--- config.mk ---
export PLATFORM = sky130hd
export DESIGN_NAME = gpm_front
export DESIGN_NICKNAME = d
export VERILOG_FILES = /design/src/gpm_pkg.sv /design/src/gpm_front.sv
export SDC_FILE = /design/constraint.sdc
export NUM_CORES = 1
export LEC_CHECK = 0
export BUFFER_PORTS_ARGS = -buffer_cell sky130_fd_sc_hd__buf_4
export CAP_MARGIN = 30
export CORE_AREA = 10 10 47 49
export DETAILED_ROUTE_END_ITERATION = 10
export DIE_AREA = 0 0 57 59
export PLACE_DENSITY = 0.8
export SYNTH_ARGS = -nofsm -noshare
export SYNTH_HDL_FRONTEND = slang
export SYNTH_SLANG_ARGS = --single-unit
--- constraint.sdc ---
create_clock -name clk_i -period 2.15 [get_ports clk_i]
set_input_delay 0.43 -clock clk_i [delete_from_list [all_inputs] [get_ports clk_i]]
set_output_delay 0.43 -clock clk_i [all_outputs]
set_load 0.1 [all_outputs]
--- src/gpm_pkg.sv ---
// Package for the grid plant model: sizes, config and item types, sequencer states,
// and the quarter-wave sine table built at elaboration.
// No dependencies.
`default_nettype none

package gpm_pkg;

  // Delay line, battery validity and sine addressing
  localparam int LAG_DEPTH      = 2;
  localparam int LAG_SLOT_BITS  = (LAG_DEPTH > 1) ? $clog2(LAG_DEPTH) : 1;
  localparam int INVALID_CYCLE  = 24;
  localparam int INVALID_POLLS  = 2;
  localparam int POLL_BITS      = $clog2(INVALID_CYCLE);
  localparam int SINE_ADDR_BITS = 10;
  localparam int QSTEP_BITS     = SINE_ADDR_BITS - 2;
  localparam int QSTEPS         = 1 << QSTEP_BITS;
  localparam logic [15:0] SINE_PEAK = 16'd32768;

  // Power words
  localparam int PWR_BITS = 21;
  localparam int SUM_BITS = 24;
  localparam int MAG_BITS = 20;

  // Ramp step = floor(rate * dt * 16 / 1000) = floor(2 * rate * dt / 125)
  localparam int RAMP_DIV          = 125;
  localparam int RAMP_RECIP_SHIFT  = 36;
  localparam logic [29:0] RAMP_RECIP =
    30'((64'd1 << RAMP_RECIP_SHIFT) / RAMP_DIV + 64'd1);
  // Any step of at least 2^21 covers every possible draw error
  localparam logic [32:0] RAMP_SAT_LIMIT = 33'(RAMP_DIV * (1 << PWR_BITS));
  localparam logic [21:0] RAMP_SAT_STEP  = 22'(1 << PWR_BITS);

  // Queue between front and back (power-of-two depth, pointers wrap)
  localparam int QUEUE_DEPTH    = 2;
  localparam int QUEUE_PTR_BITS = $clog2(QUEUE_DEPTH);

  typedef enum logic [2:0] {
    CFG_HOUSE_LOAD  = 3'd0,
    CFG_PV_BASE     = 3'd1,
    CFG_SLOW_AMP    = 3'd2,
    CFG_SLOW_STEP   = 3'd3,
    CFG_FAST_AMP    = 3'd4,
    CFG_FAST_STEP   = 3'd5,
    CFG_RAMP_RATE   = 3'd6,
    CFG_MAINS_VOLTS = 3'd7
  } gpm_cfg_idx_e;

  typedef struct packed {
    logic [15:0] house_load_w;
    logic [15:0] pv_base_w;
    logic [14:0] slow_cloud_amp_w;
    logic [31:0] slow_phase_step;
    logic [14:0] fast_cloud_amp_w;
    logic [31:0] fast_phase_step;
    logic [15:0] ramp_rate_w_per_s;
    logic [8:0]  mains_voltage_v;
  } gpm_cfg_t;

  typedef struct packed {
    logic        first;
    logic [15:0] elapsed_ms;
    logic [15:0] commanded_draw_w;
  } gpm_item_t;

  typedef enum logic [2:0] {
    ST_IDLE,
    ST_MUL,
    ST_RECIP,
    ST_SINE,
    ST_CLOUD,
    ST_SUM
  } gpm_state_e;

  typedef logic [QSTEPS-1:0][15:0] sine_lut_t;

  // Q15 quarter-wave magnitude for quarter addresses 0 .. QSTEPS-1
  function automatic sine_lut_t build_sine_lut();
    sine_lut_t   lut;
    logic [63:0] x;
    logic [63:0] x2;
    logic [63:0] t;
    for (int a = 0; a < QSTEPS; a++) begin
      x      = 64'(a) << (17 - SINE_ADDR_BITS);
      x2     = (x * x) >> 15;
      t      = 64'd42047 - ((x2 * 64'd4640) >> 15);
      t      = 64'd102944 - ((x2 * t) >> 15);
      lut[a] = 16'((x * t) >> 16);
    end
    return lut;
  endfunction

  localparam sine_lut_t SINE_LUT = build_sine_lut();

endpackage

`default_nettype wire

--- src/gpm_front.sv ---
// Front end of the grid plant model: accepts polls and tags the first one.
// Depends on gpm_pkg.
`default_nettype none

module gpm_front
  import gpm_pkg::*;
(
  input  wire logic        clk_i,
  input  wire logic        rst_ni,
  input  wire logic        s_tvalid_i,
  output logic             s_tready_o,
  input  wire logic [31:0] s_tdata_i,
  input  wire logic        queue_full_i,
  output logic             push_o,
  output gpm_item_t        item_o
);

  logic seen_q;
  logic seen_d;

  assign s_tready_o = !queue_full_i;
  assign push_o     = s_tvalid_i && !queue_full_i;

  // Elapsed time counts as zero on the very first poll
  always_comb begin
    item_o.first            = !seen_q;
    item_o.elapsed_ms       = seen_q ? s_tdata_i[15:0] : 16'd0;
    item_o.commanded_draw_w = s_tdata_i[31:16];
    seen_d                  = seen_q | push_o;
  end

  always_ff @(posedge clk_i or negedge rst_ni) begin
    if (!rst_ni) begin
      seen_q <= 1'b0;
    end else begin
      seen_q <= seen_d;
    end
  end

endmodule

`default_nettype wire

==> reports/metrics.yaml <==
run_status:
  status: "finished clean"
synth:
  post_synth_mux_area_share_pct: 0
  netlist_instances: 38
  seq_area_frac_synth_pct: 8.58
  synth.ff_latch_count: 1
  netlist_top_cells_area: "sky130_fd_sc_hd__buf_4, sky130_fd_sc_hd__and2_2, sky130_fd_sc_hd__and2_1"
  synthDominantAreaCellType: "sky130_fd_sc_hd__buf_4"
  post_synthesis_compound_gate_area_fraction_pct: 0
  synth-adder-area-share_pct: 0
  count_of_flip_flops_with_a_built_in_enable_after_synthesis: 0
  synth_top_family_by_area: "buffers and inverters"
  synth_cell_type_count: 8
  syn_area_per_cell_um2: 7.67
  synth_area_um2: 292
  xor_xnor_portion_of_the_synthesized_cell_area_pct: 0
  synth.most_common_cell: "sky130_fd_sc_hd__buf_4"
  ranking_of_synthesized_cells_by_instance_count: "sky130_fd_sc_hd__buf_4, sky130_fd_sc_hd__and2_2, sky130_fd_sc_hd__and2_1"
  syn_nets: 74
  ys.warnings.count: 0
  yosys.area.top_type_share_pct: 41.2
  postSynth.asyncResetShare_pct: 100
  simple_gate_share_of_the_synthesized_area_pct: 43.8
  ys.flop_type: "sky130_fd_sc_hd__dfrtp_1"
global_route:
  grt_max_degree: 19
  grtUsageMet2_pct: 10.2
  vias_in_the_first_global_route: 383
  track_usage_pct: 6.56
  grt.overflow.total: 0
  gr-usage-met3_pct: 7.51
  busiest_layer: "met2"
  grt_first_pass_wirelength_mm: 1.86
  global_route.usage.met1_pct: 5.66
  antenna_found_initial: 0
timing:
  worst_slew_margin_rel_pct: 73.6
  clock.fmax_mhz: 660
  worst-slew-pin-transition_ns: 0.396
  timing.final.crit_share_pct: 70.4
  final.setup.tns_ns: 0
  whs_ns: 0.206
  finalWorstSetupSlack_ns: 0.635
  finalHoldViolCount: 0
  fin_crit_ns: 1.51
  setup_viol: 0
  grt_setup_unrepaired: "false"
  timing_max_transition_violations_final: 0
  timing.clock.skew_ns: 0
place:
  routabilityCongestion: 0.659
  dpl.cell_count: 75
  buffer_ports.inserted: 38
  post_dp_cell_area_um2: 468
  place_worst_setup_slack_ns: 0.619
cells_and_area:
  design.final.nets: 97
  cell_count_final_fillers_out: 75
  drive_above_1_share_pct: 86.4
  diodes: 0
  flow.area_growth_from_synthesis_pct: 60.5
  reg.largest.list: "seen_q x1"
  max_flop_register: "seen_q"
  largest_register_ffs: 1
  stdcell_area_um2: 468
worst_setup_path:
  timing.critical_path.arrival_ns: 1.08
  critPathLaunchType: "flop"
  critPathKind: "flop to primary output"
  regToRegStartpoint: "seen_q$_DFF_PN0_"
  setup_crit_start: "seen_q$_DFF_PN0_"
  timing.critical_path.required_ns: 1.72
  critPathCaptureType: "primary output"
  crit_fanout: 18
min_path:
  min_path_type: "input pin to async pin"
detailed_routing:
  ant_nets: 0
  num_vias: 315
  via_per_inst: 4.20
  routed_length_per_instance_um: 15.7
  drc: 0
  drtIter0Drc: 0
  detailedRoute.firstPassIterationCount: 1
  aggregate_routed_wire_length_mm: 1.18
power_and_ir_drop:
  powerDensity_mw_per_mm2: 488
  p_leak_nw: 0.256
  vdd_ir_drop_max_v: 0.000167
clocking:
  post_cts_buffers: 0
  hold_buffers: 0
  insertion_delay_ns: 0
  postCtsResizedCells: 0
  clkSlewWorstSetupHoldPaths_ns: 0
die:
  coreArea_mm2: 0.00140
  dieWidth_um: 57
  ios: 71
  effective_utilization_at_floorplan_pct: 20.8
  die_area_mm2: 0.00336
  die-height_um: 59
  floorplan.rows: 14
job:
  maxCapViolations: 0
-- worst max-delay path, cell delays in order (launching register included) --
cell and delay [ns]:
sky130_fd_sc_hd__dfrtp_1 0.56, sky130_fd_sc_hd__and2_2 0.23, sky130_fd_sc_hd__buf_4 0.29
-- layer usage --
| metal | vias to the layer above | part of all wire [%] | wire [µm] |
|---|---|---|---|
| li1 | 137 | - | - |
| met1 | 124 | 34 | 396 |
| met2 | 48 | 37 | 433 |
| met3 | 6 | 28 | 333 |
| met4 | 0 | 1.4 | 16 |
| met5 | - | 0 | 0 |
-- metrics by stage --
stage	utilization (%)	power, mW
global route	33.4	0.236
detailed placement	33.4	0.230
floorplan	-	0.307
global placement	33.4	0.229
finish	33.4	0.229
CTS	33.4	0.230
-- area by class of cell --
cell class | instances | area, µm²
fill | 156 | 933
sequential | 1 | 25.0
multi-input combinational | 18 | 130
timing repair buffer | 38 | 285
inverter | 2 | 7.51
tap | 16 | 20.0
-- where the power goes --
part	leakage, nW	total [mW]	switching [mW]	internal (mW)
Sequential	0.00875	0.0192	0.000000130	0.0192
Combinational	0.248	0.209	0.154	0.0552
Clock	0	0	0	0
Total	0.256	0.229	0.154	0.0744
-- cell families (layout without fill, tap and decap cells) --
group                  after synthesis  count (layout)
buffers and inverters               19              40
DFF                                  1               1
and+or+nand+nor                     18              18
-- path summary, 6_finish.rpt --
| path | to | slack [ns] | cells after the start |
|---|---|---|---|
| worst max-delay path | item_o[29] | 0.64 | 2 |
| worst min-delay path | seen_q$_DFF_PN0_ | 0.21 | 1 |
| worst max register to register | seen_q$_DFF_PN0_ | 1.24 | 1 |
| worst min register to register | seen_q$_DFF_PN0_ | 0.76 | 1 |
| max in group asynchronous | seen_q$_DFF_PN0_ | 1.86 | 1 |
| min in group clk_i | seen_q$_DFF_PN0_ | 0.76 | 1 |
-- placed cells by master, fill, tap and decap left out --
cell                      instances
sky130_fd_sc_hd__inv_1            2
sky130_fd_sc_hd__dfrtp_1          1
sky130_fd_sc_hd__and2_2          12
sky130_fd_sc_hd__buf_4           38
sky130_fd_sc_hd__nor2b_2          1
sky130_fd_sc_hd__or2_1            1
sky130_fd_sc_hd__and2_1           4
No activity file was read; power rests on OpenSTA's default activity.
