### src/gpm_pkg.sv
// Package for the grid plant model: sizes, config and item types, sequencer states,
// and the quarter-wave sine table built at elaboration.
// No dependencies.
`default_nettype none

package gpm_pkg;

  // Delay line, battery validity and sine addressing
  localparam int LAG_DEPTH      = 2;
  localparam int LAG_SLOT_BITS  = (LAG_DEPTH > 1) ? $clog2(LAG_DEPTH) : 1;
  localparam int INVALID_CYCLE  = 24;
  localparam int INVALID_POLLS  = 2;
  localparam int POLL_BITS      = $clog2(INVALID_CYCLE);
  localparam int SINE_ADDR_BITS = 10;
  localparam int QSTEP_BITS     = SINE_ADDR_BITS - 2;
  localparam int QSTEPS         = 1 << QSTEP_BITS;
  localparam logic [15:0] SINE_PEAK = 16'd32768;

  // Power words
  localparam int PWR_BITS = 21;
  localparam int SUM_BITS = 24;
  localparam int MAG_BITS = 20;

  // Ramp step = floor(rate * dt * 16 / 1000) = floor(2 * rate * dt / 125)
  localparam int RAMP_DIV          = 125;
  localparam int RAMP_RECIP_SHIFT  = 36;
  localparam logic [29:0] RAMP_RECIP =
    30'((64'd1 << RAMP_RECIP_SHIFT) / RAMP_DIV + 64'd1);
  // Any step of at least 2^21 covers every possible draw error
  localparam logic [32:0] RAMP_SAT_LIMIT = 33'(RAMP_DIV * (1 << PWR_BITS));
  localparam logic [21:0] RAMP_SAT_STEP  = 22'(1 << PWR_BITS);

  // Queue between front and back (power-of-two depth, pointers wrap)
  localparam int QUEUE_DEPTH    = 2;
  localparam int QUEUE_PTR_BITS = $clog2(QUEUE_DEPTH);

  typedef enum logic [2:0] {
    CFG_HOUSE_LOAD  = 3'd0,
    CFG_PV_BASE     = 3'd1,
    CFG_SLOW_AMP    = 3'd2,
    CFG_SLOW_STEP   = 3'd3,
    CFG_FAST_AMP    = 3'd4,
    CFG_FAST_STEP   = 3'd5,
    CFG_RAMP_RATE   = 3'd6,
    CFG_MAINS_VOLTS = 3'd7
  } gpm_cfg_idx_e;

  typedef struct packed {
    logic [15:0] house_load_w;
    logic [15:0] pv_base_w;
    logic [14:0] slow_cloud_amp_w;
    logic [31:0] slow_phase_step;
    logic [14:0] fast_cloud_amp_w;
    logic [31:0] fast_phase_step;
    logic [15:0] ramp_rate_w_per_s;
    logic [8:0]  mains_voltage_v;
  } gpm_cfg_t;

  typedef struct packed {
    logic        first;
    logic [15:0] elapsed_ms;
    logic [15:0] commanded_draw_w;
  } gpm_item_t;

  typedef enum logic [2:0] {
    ST_IDLE,
    ST_MUL,
    ST_RECIP,
    ST_SINE,
    ST_CLOUD,
    ST_SUM
  } gpm_state_e;

  typedef logic [QSTEPS-1:0][15:0] sine_lut_t;

  // Q15 quarter-wave magnitude for quarter addresses 0 .. QSTEPS-1
  function automatic sine_lut_t build_sine_lut();
    sine_lut_t   lut;
    logic [63:0] x;
    logic [63:0] x2;
    logic [63:0] t;
    for (int a = 0; a < QSTEPS; a++) begin
      x      = 64'(a) << (17 - SINE_ADDR_BITS);
      x2     = (x * x) >> 15;
      t      = 64'd42047 - ((x2 * 64'd4640) >> 15);
      t      = 64'd102944 - ((x2 * t) >> 15);
      lut[a] = 16'((x * t) >> 16);
    end
    return lut;
  endfunction

  localparam sine_lut_t SINE_LUT = build_sine_lut();

endpackage

`default_nettype wire

### src/gpm_queue.sv
// Short queue of tagged polls between the front end and the back end.
// Depends on gpm_pkg.
`default_nettype none

module gpm_queue
  import gpm_pkg::*;
(
  input  wire logic       clk_i,
  input  wire logic       rst_ni,
  input  wire logic       push_i,
  input  wire gpm_item_t  item_i,
  output logic            full_o,
  output logic            valid_o,
  input  wire logic       pop_i,
  output gpm_item_t       item_o
);

  gpm_item_t                 mem_q [QUEUE_DEPTH];
  logic [QUEUE_PTR_BITS-1:0] wr_ptr_q;
  logic [QUEUE_PTR_BITS-1:0] rd_ptr_q;
  logic [QUEUE_PTR_BITS:0]   count_q;

  assign full_o  = (count_q == (QUEUE_PTR_BITS + 1)'(QUEUE_DEPTH));
  assign valid_o = (count_q != '0);
  assign item_o  = mem_q[rd_ptr_q];

  always_ff @(posedge clk_i) begin
    if (push_i) begin
      mem_q[wr_ptr_q] <= item_i;
    end
  end

  always_ff @(posedge clk_i or negedge rst_ni) begin
    if (!rst_ni) begin
      wr_ptr_q <= '0;
      rd_ptr_q <= '0;
      count_q  <= '0;
    end else begin
      if (push_i) begin
        wr_ptr_q <= wr_ptr_q + 1'b1;
      end
      if (pop_i) begin
        rd_ptr_q <= rd_ptr_q + 1'b1;
      end
      case ({push_i, pop_i})
        2'b10:   count_q <= count_q + 1'b1;
        2'b01:   count_q <= count_q - 1'b1;
        default: count_q <= count_q;
      endcase
    end
  end

endmodule

`default_nettype wire

### config.mk
export PLATFORM = sky130hd
export DESIGN_NAME = gpm_queue
export DESIGN_NICKNAME = d
export VERILOG_FILES = /design/src/gpm_pkg.sv /design/src/gpm_queue.sv
export SDC_FILE = /design/constraint.sdc
export NUM_CORES = 1
export LEC_CHECK = 0
export BUFFER_PORTS_ARGS = -buffer_cell sky130_fd_sc_hd__buf_2
export CAP_MARGIN = 5
export CORE_MARGIN = 1.5
export CORE_UTILIZATION = 35
export DETAILED_ROUTE_END_ITERATION = 10
export MAX_ROUTING_LAYER = met4
export PLACE_DENSITY = 0.6
export SETUP_SLACK_MARGIN = 0.3
export SLEW_MARGIN = 40
export SYNTH_ARGS = -nofsm -noshare
export SYNTH_HDL_FRONTEND = slang
export SYNTH_SLANG_ARGS = --single-unit
### constraint.sdc
create_clock -name clk_i -period 2.74 [get_ports clk_i]
set_input_delay 0.411 -clock clk_i [delete_from_list [all_inputs] [get_ports clk_i]]
set_output_delay 0.411 -clock clk_i [all_outputs]
set_load 0.03 [all_outputs]
==> metrics.txt <==
# TYPE chip_impl_metric gauge
chip_impl_metric{name="power.leakage",unit="uW"} 0.00135
chip_impl_metric{name="wl_per_cell",unit="um"} 14.0
chip_impl_info{name="status",value="finished, final reports clean"} 1
chip_impl_metric{name="maximum_number_of_pins_on_one_net_before_global_route_repair",unit=""} 34
chip_impl_metric{name="timing.final.hold_violations",unit=""} 0
chip_impl_metric{name="antenna_found_initial",unit=""} 0
chip_impl_metric{name="postSynthNetCount",unit=""} 157
chip_impl_metric{name="die_x",unit="um"} 91.2
chip_impl_metric{name="groute.layer.met2.usage",unit="%"} 16.3
chip_impl_info{name="timing.critical_path.from_type",value="register"} 1
chip_impl_metric{name="final.setup.tns",unit="ps"} 0
chip_impl_metric{name="syn_avg_cell_area",unit="sq um"} 22.9
chip_impl_metric{name="synth_compound_gate_area_share",unit="%"} 0
chip_impl_metric{name="clkLatencyLatePin",unit="ps"} 330
chip_impl_metric{name="vdd_drop_max",unit="uV"} 580
chip_impl_info{name="crit_path_top_delay_cell",value="sky130_fd_sc_hd__dfrtp_2"} 1
chip_impl_info{name="synth_top_family_by_area",value="multiplexers"} 1
chip_impl_metric{name="final.hold.worst_slack",unit="ps"} 264
chip_impl_info{name="setup.worst_path.start",value="rd_ptr_q$_DFFE_PN0P_"} 1
chip_impl_info{name="worst-setup-path-type",value="reg2out"} 1
chip_impl_metric{name="ys_ff_latch",unit=""} 70
chip_impl_metric{name="grt_use_met1",unit="%"} 13.7
chip_impl_metric{name="drv_slew",unit=""} 0
chip_impl_info{name="crit_path_cell_trace",value="buf_12 -> mux2_4 -> buf_2"} 1
chip_impl_metric{name="worst_slew_pin_slew",unit="ps"} 624
chip_impl_metric{name="portBuffers",unit=""} 71
chip_impl_metric{name="cap_violations",unit=""} 0
chip_impl_metric{name="tritoncts_num_sinks",unit=""} 70
chip_impl_metric{name="register_area_share_after_synthesis",unit="%"} 76.5
chip_impl_metric{name="critPathArrivalTime",unit="ps"} 1850
chip_impl_metric{name="synthCells",unit=""} 119
chip_impl_metric{name="timing.critical_path.fanout_max",unit=""} 20
chip_impl_metric{name="fin_nets",unit=""} 238
chip_impl_metric{name="drive_gt1_share",unit="%"} 59.5
chip_impl_info{name="gr-max-usage-layer",value="met2"} 1
chip_impl_metric{name="n_antenna_cell",unit=""} 0
chip_impl_metric{name="final_min_period_over_clock_period",unit="%"} 82.6
chip_impl_metric{name="drc",unit=""} 0
chip_impl_metric{name="cts_inserted_buffers",unit=""} 9
chip_impl_metric{name="layout.area.seq",unit="sq um"} 2080
chip_impl_metric{name="critPathMaxStageDelay",unit="ps"} 770
chip_impl_metric{name="synth_fa_ha_area_share",unit="%"} 0.460
chip_impl_info{name="mostFrequentLayoutCells",value="sky130_fd_sc_hd__buf_2, sky130_fd_sc_hd__edfxtp_1, sky130_fd_sc_hd__mux2_4, sky130_fd_sc_hd__clkbuf_8"} 1
chip_impl_metric{name="core",unit="sq um"} 7370
chip_impl_metric{name="placementRows",unit=""} 31
chip_impl_info{name="nature_of_the_critical_path_endpoint",value="output pin"} 1
chip_impl_metric{name="design_power_total",unit="uW"} 3650
chip_impl_metric{name="synthesis.area",unit="sq um"} 2720
chip_impl_metric{name="globalRoute.totalOverflow",unit=""} 0
chip_impl_info{name="critical_path.top_delay_family",value="flip-flops"} 1
chip_impl_metric{name="dieHeight",unit="um"} 91.2
chip_impl_metric{name="via_count",unit=""} 1320
chip_impl_metric{name="timing.slew.headroom",unit="%"} 58.4
chip_impl_info{name="most_common_library_cell_in_the_layout_ignoring_fill_and_taps",value="sky130_fd_sc_hd__buf_2"} 1
chip_impl_metric{name="max-clock-path-buffers",unit=""} 2
chip_impl_metric{name="post-route-min-period",unit="ps"} 2260
chip_impl_metric{name="power.density_cell_area",unit="nW/um^2"} 1090
chip_impl_metric{name="detail_route.first_pass.iterations",unit=""} 4
chip_impl_metric{name="drtAntennaViolNets",unit=""} 0
chip_impl_metric{name="detailed_place_hpwl",unit="um"} 2720
chip_impl_metric{name="groute.usage.overall",unit="%"} 11.1
chip_impl_metric{name="avgViaCountPerCell",unit=""} 4.34
chip_impl_metric{name="max_freq",unit="MHz"} 442
chip_impl_metric{name="synth_xor_area_share",unit="%"} 1.61
chip_impl_metric{name="cts-htree-levels",unit=""} 3
chip_impl_metric{name="die_area",unit="sq um"} 8310
chip_impl_metric{name="finalSetupViolCount",unit=""} 0
chip_impl_metric{name="finalWirelength",unit="um"} 4250
chip_impl_metric{name="first_global_vias",unit=""} 1353
chip_impl_metric{name="multi_input_area",unit="sq um"} 573
chip_impl_metric{name="clkSlewWorstSetupHoldPaths",unit="ps"} 70
chip_impl_info{name="clk_root_buffer_cell",value="sky130_fd_sc_hd__clkbuf_8"} 1
chip_impl_metric{name="ys.warnings.count",unit=""} 0
chip_impl_metric{name="worst-path-buf-inv",unit=""} 2
chip_impl_info{name="tritoncts",value="done"} 1
chip_impl_metric{name="grtUsageMet3",unit="%"} 3.18
chip_impl_metric{name="muxShareOfSynthArea",unit="%"} 17.7
chip_impl_metric{name="starting_density",unit="%"} 36.9
chip_impl_metric{name="layout_area_overhead",unit="%"} 23.2
chip_impl_metric{name="grt_pass1_wl",unit="um"} 6550
chip_impl_metric{name="yosysUniqueCellTypes",unit=""} 14
chip_impl_metric{name="gp_congestion",unit=""} 0.598
chip_impl_info{name="hold_path_class",value="in2reg"} 1
chip_impl_info{name="worst_r2r_startpoint",value="wr_ptr_q$_DFFE_PN0P_"} 1
chip_impl_metric{name="floorplan.io_pins",unit=""} 72
chip_impl_metric{name="finClkSkew",unit="ps"} 9.37
chip_impl_metric{name="cp_data_required_time",unit="ps"} 2330
chip_impl_info{name="rsz0062_at_grt",value="false"} 1
chip_impl_metric{name="drt_iter0_markers",unit=""} 74
chip_impl_metric{name="filler_cell_count",unit=""} 660
chip_impl_metric{name="post_synth_and_or_nand_nor_area_fraction",unit="%"} 0.966
chip_impl_info{name="min_from",value="item_i[16]"} 1
==> state kept, by name, summed over array words and instances (netlist names) <==
name,cells
mem_q,66
count_q,2
rd_ptr_q,1
wr_ptr_q,1
==> cell type report <==
class | count | share of cell area [%]
well taps | 99 | 3.70
clock inverters | 1 | 0.224
flip-flops and latches | 70 | 62.2
repair buffers | 74 | 11.7
multi-input cells | 44 | 17.1
clock buffers | 15 | 4.97
inverters | 1 | 0.112
==> per-layer routing <==
metal	wire (um)	share of wire (%)
met4	89	2.1
met5	0	0
met1	1950	46
met2	1940	46
met3	273	6.4
==> power breakdown <==
part	internal (uW)	switching [uW]
clock	380	345
combinational	570	781
sequential	1430	143
==> Yosys cell counts <==
master,number,area [sq um]
sky130_fd_sc_hd__buf_12,3,60.1
sky130_fd_sc_hd__nor2b_1,1,6.26
sky130_fd_sc_hd__mux2_4,29,435
sky130_fd_sc_hd__nor2_1,2,7.51
sky130_fd_sc_hd__dfrtp_1,4,100
sky130_fd_sc_hd__inv_1,1,3.75
sky130_fd_sc_hd__edfxtp_1,66,1980
sky130_fd_sc_hd__or2_2,1,6.26
sky130_fd_sc_hd__xor2_1,3,26.3
sky130_fd_sc_hd__ha_1,1,12.5
sky130_fd_sc_hd__xnor2_1,2,17.5
sky130_fd_sc_hd__and2_1,1,6.26
sky130_fd_sc_hd__mux2_2,4,45.0
sky130_fd_sc_hd__buf_6,1,11.3
==> cell families after synthesis <==
family	after synthesis
mux	33
buf+inv	5
flops	70
xor+xnor	5
fa+ha+maj	1
simple gates	5
==> stage by stage <==
| stage | std cells | util [%] | worst slack, ps | cell area [sq um] |
|---|---|---|---|---|
| after floorplan | 119 | - | 459 | 2720 |
| after global placement | 287 | 43.0 | 785 | 3170 |
| after detailed placement | 287 | 43.0 | 780 | 3170 |
| after CTS | 304 | 45.4 | 421 | 3350 |
| after global routing | 304 | 45.5 | 381 | 3350 |
| final | 304 | 45.5 | 476 | 3350 |
==> final timing paths <==
path	endpoint	slack [ps]	depth (start not counted)
max	item_o[6]	480	3
min	mem_q[0][16]$_DFFE_PP_	260	1
max reg2reg	mem_q[0][3]$_DFFE_PP_	1430	2
min reg2reg	count_q[1]$_DFFE_PN0P_	490	1
max in group asynchronous	rd_ptr_q$_DFFE_PN0P_	2190	2
min in group asynchronous	count_q[1]$_DFFE_PN0P_	410	2
==> repair_timing <==
| item | 4_1_cts | 5_1_grt |
|---|---|---|
| endpoints found under the hold margin | 4 | 0 |
| buffers inserted | 0 | 0 |
| resized for setup | 0 | 0 |
| hold buffers | 1 | 0 |
Note: power is estimated with default switching activity, not from simulation.
